--- src/hdl/cicd_pkg.sv ---
// cicd_pkg: shared constants and types for the cic5 decimator
// no dependencies; imported by every module of the block
`default_nettype none

package cicd_pkg;

  localparam int FILTER_ORDER = 5;
  localparam int MAX_FACTOR   = 64;
  localparam int SAMPLE_W     = 32;
  localparam int ACC_W        = 64;
  localparam int FACTOR_W     = 7;
  localparam int SHIFT_W      = 6;
  localparam int PHASE_W      = 7;
  localparam int FIFO_DEPTH   = 4;
  localparam int FIFO_AW      = $clog2(FIFO_DEPTH);
  localparam int FIFO_CW      = $clog2(FIFO_DEPTH + 1);
  localparam int APB_AW       = 3;

  localparam logic [SAMPLE_W-1:0] SAT_LIMIT = 32'hFFFF_FFFF;

  // register index taken from paddr[2]
  localparam logic REG_FACTOR = 1'b0;
  localparam logic REG_SHIFT  = 1'b1;

  // comb history slot
  localparam logic SLOT_FIRST  = 1'b0;
  localparam logic SLOT_SECOND = 1'b1;

  typedef struct packed {
    logic [FACTOR_W-1:0] factor;
    logic [SHIFT_W-1:0]  shift;
  } cicd_cfg_t;

  typedef struct packed {
    logic [ACC_W-1:0] value;
    logic             slot;
  } cicd_entry_t;

  typedef struct packed {
    logic push;
    logic push_ready;
    logic pop;
    logic empty;
  } cicd_queue_ctl_t;

endpackage

`default_nettype wire

--- src/hdl/cic5_decimator_shift_saturate.sv ---
// cic5_decimator_shift_saturate: top level, apb registers and front/queue/back
// one sample per cycle while sample_stall is low; a result passes the integrator stages, the queue,
// the comb stages and the output register; throughput: 1 item/cycle through the integrator chain
// while it is not held, set by one 64-bit add per stage; input stalls only when the 4-entry queue is full
// and the output is held; synchronous reset zeroes integrators, comb history and phase; factor 1, shift 0
`default_nettype none

module cic5_decimator_shift_saturate
  import cicd_pkg::*;
(
  input  wire logic                clk,
  input  wire logic                rst,
  input  wire logic                psel,
  input  wire logic                penable,
  input  wire logic                pwrite,
  input  wire logic [APB_AW-1:0]   paddr,
  input  wire logic [31:0]         pwdata,
  output logic [31:0]              prdata,
  output logic                     pready,
  input  wire logic                sample_valid,
  output logic                     sample_stall,
  input  wire logic [SAMPLE_W-1:0] sample,
  input  wire logic                block_end,
  output logic                     filtered_valid,
  input  wire logic                filtered_stall,
  output logic [SAMPLE_W-1:0]      filtered
);

  cicd_cfg_t       cfg;
  cicd_entry_t     push_entry;
  cicd_entry_t     head;
  logic            push;
  logic            push_ready;
  logic            pop;
  logic            empty;
  logic            wr_en;
  logic            unused_block_end;

  // buffer marker carries no filtering meaning
  assign unused_block_end = block_end;

  assign pready = 1'b1;
  assign wr_en  = psel && penable && pwrite && pready;

  always_ff @(posedge clk) begin
    if (rst) begin
      cfg.factor <= FACTOR_W'(1);
      cfg.shift  <= '0;
    end else if (wr_en) begin
      case (paddr[2])
        REG_FACTOR: cfg.factor <= pwdata[FACTOR_W-1:0];
        REG_SHIFT:  cfg.shift  <= pwdata[SHIFT_W-1:0];
        default: ;
      endcase
    end
  end

  always_comb begin
    case (paddr[2])
      REG_FACTOR: prdata = {{(32-FACTOR_W){1'b0}}, cfg.factor};
      REG_SHIFT:  prdata = {{(32-SHIFT_W){1'b0}}, cfg.shift};
      default:    prdata = '0;
    endcase
  end

  cicd_front u_front (
    .clk          (clk),
    .rst          (rst),
    .cfg          (cfg),
    .sample_valid (sample_valid),
    .sample_stall (sample_stall),
    .sample       (sample),
    .push_ready   (push_ready),
    .push         (push),
    .push_entry   (push_entry)
  );

  cicd_queue u_queue (
    .clk        (clk),
    .rst        (rst),
    .push       (push),
    .push_entry (push_entry),
    .push_ready (push_ready),
    .pop        (pop),
    .empty      (empty),
    .head       (head)
  );

  cicd_back u_back (
    .clk            (clk),
    .rst            (rst),
    .cfg            (cfg),
    .empty          (empty),
    .head           (head),
    .pop            (pop),
    .filtered_valid (filtered_valid),
    .filtered_stall (filtered_stall),
    .filtered       (filtered)
  );

endmodule

`default_nettype wire

--- src/hdl/cicd_front.sv ---
// cicd_front: integrator pipeline and phase counter, one stage per integrator
// depends on cicd_pkg; feeds firing items into the queue
`default_nettype none

module cicd_front
  import cicd_pkg::*;
(
  input  wire logic                clk,
  input  wire logic                rst,
  input  wire cicd_cfg_t           cfg,
  input  wire logic                sample_valid,
  output logic                     sample_stall,
  input  wire logic [SAMPLE_W-1:0] sample,
  input  wire logic                push_ready,
  output logic                     push,
  output cicd_entry_t              push_entry
);

  logic [ACC_W-1:0]   int_sum [FILTER_ORDER];
  logic               stage_v [FILTER_ORDER];
  logic               stage_fire [FILTER_ORDER];
  logic               stage_slot [FILTER_ORDER];
  logic [PHASE_W-1:0] phase;

  logic                adv;
  logic                take;
  logic [FACTOR_W-1:0] eff_factor;
  logic [PHASE_W:0]    phase_inc;
  logic [PHASE_W:0]    twice_factor;
  logic                fire_now;
  logic                slot_now;
  logic [PHASE_W-1:0]  phase_next;

  always_comb begin
    if (cfg.factor == '0) begin
      eff_factor = FACTOR_W'(1);
    end else if (cfg.factor > FACTOR_W'(MAX_FACTOR)) begin
      eff_factor = FACTOR_W'(MAX_FACTOR);
    end else begin
      eff_factor = cfg.factor;
    end
  end

  always_comb begin
    phase_inc    = {1'b0, phase} + (PHASE_W+1)'(1);
    twice_factor = {eff_factor, 1'b0};
    fire_now     = 1'b0;
    slot_now     = SLOT_FIRST;
    phase_next   = phase_inc[PHASE_W-1:0];
    if (phase_inc >= twice_factor) begin
      // also catches a phase left past the cycle by a lowered factor
      fire_now   = 1'b1;
      slot_now   = SLOT_SECOND;
      phase_next = '0;
    end else if (phase_inc == {1'b0, eff_factor}) begin
      fire_now = 1'b1;
    end
  end

  // the pipeline only holds when a firing item meets a full queue
  assign adv          = !(stage_v[FILTER_ORDER-1] && stage_fire[FILTER_ORDER-1] && !push_ready);
  assign sample_stall = !adv;
  assign take         = sample_valid && adv;

  assign push             = adv && stage_v[FILTER_ORDER-1] && stage_fire[FILTER_ORDER-1];
  assign push_entry.value = int_sum[FILTER_ORDER-1];
  assign push_entry.slot  = stage_slot[FILTER_ORDER-1];

  always_ff @(posedge clk) begin
    if (rst) begin
      phase <= '0;
      for (int k = 0; k < FILTER_ORDER; k++) begin
        int_sum[k] <= '0;
        stage_v[k] <= 1'b0;
      end
    end else if (adv) begin
      stage_v[0] <= sample_valid;
      if (take) begin
        int_sum[0]    <= int_sum[0] + ACC_W'(sample);
        stage_fire[0] <= fire_now;
        stage_slot[0] <= slot_now;
        phase         <= phase_next;
      end
      // stage k adds the sum held in the register of stage k-1
      for (int k = 1; k < FILTER_ORDER; k++) begin
        stage_v[k] <= stage_v[k-1];
        if (stage_v[k-1]) begin
          int_sum[k]    <= int_sum[k] + int_sum[k-1];
          stage_fire[k] <= stage_fire[k-1];
          stage_slot[k] <= stage_slot[k-1];
        end
      end
    end
  end

endmodule

`default_nettype wire

--- src/hdl/cicd_queue.sv ---
// cicd_queue: short fifo of firing items between front and back
// depends on cicd_pkg
`default_nettype none

module cicd_queue
  import cicd_pkg::*;
(
  input  wire logic        clk,
  input  wire logic        rst,
  input  wire logic        push,
  input  wire cicd_entry_t push_entry,
  output logic             push_ready,
  input  wire logic        pop,
  output logic             empty,
  output cicd_entry_t      head
);

  cicd_entry_t        mem [FIFO_DEPTH];
  logic [FIFO_AW-1:0] wr_ptr;
  logic [FIFO_AW-1:0] rd_ptr;
  logic [FIFO_CW-1:0] count;
  logic [FIFO_CW-1:0] count_next;
  logic               full;

  assign full       = (count == FIFO_CW'(FIFO_DEPTH));
  assign empty      = (count == '0);
  assign push_ready = !full || pop;
  assign head       = mem[rd_ptr];

  always_comb begin
    count_next = count;
    if (push && !pop) begin
      count_next = count + FIFO_CW'(1);
    end else if (pop && !push) begin
      count_next = count - FIFO_CW'(1);
    end
  end

  always_ff @(posedge clk) begin
    if (rst) begin
      wr_ptr <= '0;
      rd_ptr <= '0;
      count  <= '0;
    end else begin
      count <= count_next;
      if (push) begin
        wr_ptr <= wr_ptr + FIFO_AW'(1);
      end
      if (pop) begin
        rd_ptr <= rd_ptr + FIFO_AW'(1);
      end
    end
  end

  always_ff @(posedge clk) begin
    if (push) begin
      mem[wr_ptr] <= push_entry;
    end
  end

endmodule

`default_nettype wire

--- src/hdl/cicd_back.sv ---
// cicd_back: comb pipeline with ping-pong history, shift, saturate, output register
// depends on cicd_pkg; drains the queue
`default_nettype none

module cicd_back
  import cicd_pkg::*;
(
  input  wire logic                clk,
  input  wire logic                rst,
  input  wire cicd_cfg_t           cfg,
  input  wire logic                empty,
  input  wire cicd_entry_t         head,
  output logic                     pop,
  output logic                     filtered_valid,
  input  wire logic                filtered_stall,
  output logic [SAMPLE_W-1:0]      filtered
);

  logic [ACC_W-1:0] hist [FILTER_ORDER][2];
  logic [ACC_W-1:0] c_val [FILTER_ORDER];
  logic             c_v [FILTER_ORDER];
  logic             c_slot [FILTER_ORDER];

  logic [ACC_W-1:0] in_val [FILTER_ORDER];
  logic             in_v [FILTER_ORDER];
  logic             in_slot [FILTER_ORDER];

  logic             b_adv;
  logic [ACC_W-1:0] shifted;
  logic [SAMPLE_W-1:0] sat_val;

  assign b_adv = !filtered_valid || !filtered_stall;
  assign pop   = b_adv && !empty;

  always_comb begin
    in_val[0]  = head.value;
    in_v[0]    = !empty;
    in_slot[0] = head.slot;
    for (int k = 1; k < FILTER_ORDER; k++) begin
      in_val[k]  = c_val[k-1];
      in_v[k]    = c_v[k-1];
      in_slot[k] = c_slot[k-1];
    end
  end

  assign shifted = c_val[FILTER_ORDER-1] >> cfg.shift;
  assign sat_val = (shifted[ACC_W-1:SAMPLE_W] != '0) ? SAT_LIMIT : shifted[SAMPLE_W-1:0];

  always_ff @(posedge clk) begin
    if (rst) begin
      filtered_valid <= 1'b0;
      for (int k = 0; k < FILTER_ORDER; k++) begin
        c_v[k]     <= 1'b0;
        hist[k][0] <= '0;
        hist[k][1] <= '0;
      end
    end else if (b_adv) begin
      filtered_valid <= c_v[FILTER_ORDER-1];
      for (int k = 0; k < FILTER_ORDER; k++) begin
        c_v[k] <= in_v[k];
        if (in_v[k]) begin
          c_val[k]              <= in_val[k] - hist[k][in_slot[k]];
          hist[k][in_slot[k]]   <= in_val[k];
          c_slot[k]             <= in_slot[k];
        end
      end
    end
  end

  always_ff @(posedge clk) begin
    if (b_adv && c_v[FILTER_ORDER-1]) begin
      filtered <= sat_val;
    end
  end

endmodule

`default_nettype wire

--- config.mk ---
export PLATFORM = sky130hd
export DESIGN_NAME = cic5_decimator_shift_saturate
export DESIGN_NICKNAME = d
export VERILOG_FILES = /design/src/hdl/cicd_pkg.sv /design/src/hdl/cic5_decimator_shift_saturate.sv /design/src/hdl/cicd_front.sv /design/src/hdl/cicd_queue.sv /design/src/hdl/cicd_back.sv
export SDC_FILE = /design/constraint.sdc
export NUM_CORES = 2
export LEC_CHECK = 0
export BUFFER_PORTS_ARGS = -buffer_cell sky130_fd_sc_hd__buf_2
export CAP_MARGIN = 5
export CORE_ASPECT_RATIO = 1.4
export CORE_MARGIN = 3
export CORE_UTILIZATION = 61
export CTS_CLUSTER_SIZE = 30
export DETAILED_ROUTE_END_ITERATION = 8
export GPL_TIMING_DRIVEN = 0
export MAX_ROUTING_LAYER = met4
export PLACE_DENSITY = 0.87
export SKIP_CTS_REPAIR_TIMING = 1
export SYNTH_ARGS = -nofsm -noshare
export SYNTH_HDL_FRONTEND = slang
export SYNTH_SLANG_ARGS = --single-unit
--- constraint.sdc ---
create_clock -name clk -period 13.1 [get_ports clk]
set_clock_uncertainty 0.05 [all_clocks]
set_input_delay 1.965 -clock clk [delete_from_list [all_inputs] [get_ports clk]]
set_output_delay 1.965 -clock clk [all_outputs]
set_load 0.005 [all_outputs]
# Word-level counts from Yosys, hierarchy flattened
# Memories as Yosys holds them, arrays and structs flattened. A register that Yosys moved wholly into a read port is not among the register bits.
# Index checks and enable logic that the tools add are counted.
# op_classes
n_lt_le_gt_ge	12
eq_ne	2
shift	1
bitwise	662
n_div	0
n_reduce_logical	33
n_mux	746
n_mul	0
add_sub_neg	15
# op_table
op	n
two-way mux 64 bit	25
two-way mux 1 bit	703
OR 1 bit	655
two-way mux 128 bit	5
demux 64 bit (select 1 bit)	5
subtractor 64 bit	5
adder 64 bit	4
adder 64 x 32 -> 64 bit	1
case mux 32 bit (2 select lines)	1
>> shifter 64 x 6 -> 64 bit	1
nonzero test 32 bit	1
two-way mux 7 bit	3
logical AND 1 bit	16
>= comparator 2 bit, second input constant	5
< comparator 2 x 1 -> 1 bit, second input constant	5
inverter 1 -> 2 bit	5
adder 7 x 1 -> 8 bit, second input constant	1
equality test 8 x 7 -> 1 bit	1
>= comparator 8 bit	1
zero test 1 bit	8
> comparator 7 bit, second input constant	1
zero test 7 bit	1
two-way mux 3 bit	2
AND reduction 2 bit	3
9 further kinds	13
# totals
output_inout_bits	67
ramBits	1565
latch_bits	0
romBits	0
mem_count	9
elab_cells	1488
register_bits	60
# mem_list
name	depth	width	rd	rd_ports_with_merged_regs	write_ports	line_no	rtl
u_back.hist	5	128	5	0	5	cicd_back.sv:19	logic [ACC_W-1:0] hist [FILTER_ORDER][2];
u_back.c_val	5	64	5	0	5	cicd_back.sv:20	logic [ACC_W-1:0] c_val [FILTER_ORDER];
u_front.int_sum	5	64	5	0	5	cicd_front.sv:19	logic [ACC_W-1:0] int_sum [FILTER_ORDER];
u_queue.mem	4	65	1	1	1	cicd_queue.sv:18	cicd_entry_t mem [FIFO_DEPTH];
u_back.c_slot	5	1	4	0	5	cicd_back.sv:22	logic c_slot [FILTER_ORDER];
u_back.c_v	5	1	5	0	5	cicd_back.sv:21	logic c_v [FILTER_ORDER];
3 more memories	-	-	-	-	-	-	

# Depth between registers and ports, before layout
# logic_depth
depth_word	13
ltp_mapped	16
ltp_nobuf	15

# Modules after synthesis
# Synthesis repeated with hierarchy kept, for this count alone.
# unflattened
cells_unflattened	9137
area_unflattened_um2	100113.5
# modules_own_cells
mod	area_each_um2	cells_per_inst	instances
cicd_back	60022.6	5326	1
cicd_front	29364.4	3337	1
cicd_queue	9854.5	384	1
cic5_decimator_shift_saturate	872.1	90	1

# Worst setup path before layout
# No wires, ideal clock.
# synth_timing
kind	in2reg
start	in filtered_stall
end	mem u_back.hist[0][54] in the netlist's numbering (data pin)
required_ps	12905
arrival_ps	4847
path_slack_ps	8057
n_path_buf	1
cell_stages	6
cell_sequence	and2_1 > nor2_1 > inv_1 > nor2_1 > clkbuf_1 > and3_1
# synth_rtl
element	line_no	rtl
start, declared	cic5_decimator_shift_saturate.sv:25	input wire logic filtered_stall,
end, declared	cicd_back.sv:19	

==> impl_metrics.toml <==
[finish]
fillCellCount = 11830
final_util = 0.6716
stdcell_area_mm2 = 0.1094
drive_above_1_share = 0.06902
syn_to_final_growth_pct = 9.031
finalNetCount = 10210
layout_commonest_cell = "edfxtp_1"
mostFrequentLayoutCells = "edfxtp_1 (1596), a21oi_1 (733), nor2_1 (702)"

[die]
die_x_um = 348.8
io_pins = 142
num_rows = 175
die_area_mm2 = 0.1695
start_util = 0.6160
coreArea_mm2 = 0.1629
die_y_um = 485.9

[status]
status = "finished, final reports clean"

[global_routing]
grt_pass1_vias = 76800
overflow = 0
antenna_found_initial = 9
grt_usage = 0.3292
grt_max_degree = 66
grt_pass1_wl_um = 416900

[cts]
clk_latency_ns = 0.81
clock_sinks = 1626
cts_root_buf = "clkbuf_16"
clk_pin_slew_ns = 0.07
cts_max_path_buffers = 3
cts_htree_levels = 4
tritoncts = "done"
cts_buffers = 158

[power_and_ir_drop]
power.density_mw_per_mm2 = 190.2
leakagePower_nw = 43.18
vdd_drop_max_uv = 173.1

[routing]
routed_wl_um = 272600
ant_nets = 0
vias = 73570
viasPerCell = 6.251
initialDrtViolationCount = 4832
drtPass1Iterations = 6
drc = 0
wire_per_inst_um = 23.16

[run]
maxCapViolCount = 0

[timing]
worst_slew_pin_slew_ns = 1.356
layout_min_cycle_time_ns = 6.969
hold_viol = 0
maxSlewViolCount = 0
max_freq_mhz = 143.5
maxSlewHeadroom = 0.08633
fin_crit_sh = 0.5320
setup_viol = 0
rsz0062_at_grt = "no"
setup_tns_ns = 0

[placed_design]
placed_area_mm2 = 0.1041
dp_hpwl_um = 212500
port_buffers = 85
place_congestion = 1.032

[worst_hold_path]
hold_path.class = "register to register"

[synthesis]
syn_area_mm2 = 0.1003
ys.flop_type = "edfxtp_1"
synth.avg_cell_area_um2 = 10.89
synth-seq-cells = 1626
ys_seq_area_frac = 0.4836
synth_cell_types = 101
synth_enable_flop_cells = 1596
async_flop_share = 0
yosysWarnings = 0
postSynthCellCount = 9213

[setup_path]
crit_path_start_kind = "register"
worstPathRequired_ns = 13.59
cp-end-kind = "register"
worstPathArrival_ns = 7.46
critical_path_class = "register to register"
critPathMaxFanout = 10
==> metal layers <==
metal / part of all wire / global-route usage
met5: 0 / -
met4: 0.089 / 0.2499
met3: 0.036 / 0.04316
met2: 0.57 / 0.6428
met1: 0.31 / 0.2744
==> registers in the layout (all words and copies together), names as in the netlist, 3 cells and up, named ones only <==
register / count
u_front.stage_slot: 5
u_queue.mem: 260
u_front.int_sum: 320
u_back.hist: 640
u_queue.count: 3
u_back.filtered: 32
u_back.c_val: 320
u_front.phase: 7
cfg: 13
u_front.stage_v: 5
u_back.c_slot: 4
u_front.stage_fire: 5
u_back.c_v: 5
==> through the flow <==
step | power (mW) | instances | worst slack [ns] | hold slack [ns]
after CTS | 20.71 | 11760 | 6.104 | 0.3848
after detailed placement | 15.97 | 11470 | 6.192 | 0.3561
after floorplan | 13.76 | 9237 | 8.057 | 0.3503
final | 20.81 | 11770 | 6.131 | 0.3840
after global routing | 21.97 | 11770 | 5.955 | 0.3890
after global placement | 15.68 | 11450 | 5.946 | 0.3540
==> synthesized netlist by cell type, types with 20 or more instances <==
cell type  instances  area share
a221oi_1          20      0.0017
a21o_1           424       0.032
and3_1           159      0.0099
a31oi_1           91      0.0057
or2_2             36      0.0022
o21a_1            92      0.0069
mux4_2           113       0.025
ha_1             612       0.076
buf_1             35      0.0013
o21ai_0          423       0.021
nor2b_1           67      0.0042
buf_4             30      0.0022
and4_1            20      0.0017
a21oi_1          734       0.037
xor2_1           230       0.020
and2_1           655       0.041
o21bai_1         113      0.0085
nand4_1          138      0.0086
edfxtp_1        1596        0.48
clkbuf_1         365       0.014
o211ai_1          39      0.0029
buf_2             27      0.0013
dfxtp_1           30      0.0060
nand2_1          603       0.023
nor2_1           703       0.026
nand3_1          153      0.0076
o31ai_1           42      0.0031
nand2b_1          62      0.0039
a211o_1           20      0.0017
nor3_1           124      0.0062
inv_1            187      0.0070
mux2i_1          391       0.039
xnor2_1          326       0.028
mux2_2            29      0.0033
a22oi_1           23      0.0017
or3_1             40      0.0025
a211oi_1          75      0.0056
nor4_1            21      0.0013
a21boi_0          31      0.0023
==> where the power goes <==
group / internal (mW) / switching (mW)
sequential: 6.91 / 0.413
clock: 2.64 / 2.07
combinational: 3.40 / 5.39
total: 12.9 / 7.87
==> layout make-up <==
type                            count  area, µm²  area share
Tap cell                         2124       2658     0.02429
Clock buffer                      186       4059     0.03710
Sequential cell                  1626      48530      0.4435
Timing Repair Buffer              113      955.9    0.008737
Clock inverter                     99       1210     0.01106
Buffer                            462       1921     0.01755
Multi-Input combinational cell   6959      49340      0.4510
Inverter                          190      713.2    0.006519
Antenna cell                       10      25.02   0.0002287
==> critical path, cell delays in order (launching register included) <==
cell      delay (ns)
edfxtp_1        0.38
clkbuf_1        0.59
clkbuf_1        0.73
buf_1           1.00
mux2i_1         0.20
ha_1            0.41
o211ai_1        0.11
a21o_1          0.19
a21oi_1         0.35
nor3_1          0.15
o21ai_0         0.74
a32oi_1         0.30
o21ai_0         0.67
a211oi_1        0.32
o41ai_1         0.37
xor2_1          0.12
==> path summary, 6_finish.rpt <==
kind                                                         start                                  to  slack (ns)  cells past startpoint
worst max-delay path                 u_back.c_slot[0][0]$_DFFE_PP_      u_back.c_val[0][124]$_DFFE_PP_        6.13                     15
worst min-delay path            u_front.stage_slot[0][3]$_DFFE_PP_  u_front.stage_slot[0][4]$_DFFE_PP_        0.38                      0
worst max register to register       u_back.c_slot[0][0]$_DFFE_PP_      u_back.c_val[0][124]$_DFFE_PP_        6.13                     15
worst min register to register  u_front.stage_slot[0][3]$_DFFE_PP_  u_front.stage_slot[0][4]$_DFFE_PP_        0.38                      0
==> logic make-up (layout without fill, tap and decap cells) <==
logic type / after synthesis / after routing / share of synthesized area
xor gates and xnor gates: 556 / 556 / 0.04853
DFF: 1626 / 1626 / 0.4836
muxes: 533 / 533 / 0.06762
AOI/OAI and AO/OA: 2380 / 2380 / 0.1529
and+or+nand+nor: 2841 / 2841 / 0.1426
other: 2 / 36 / 0.00007484
adders and majority gates: 623 / 623 / 0.07851
buffers and inverters: 652 / 1050 / 0.02616
Note: power is estimated with default switching activity, not from simulation.
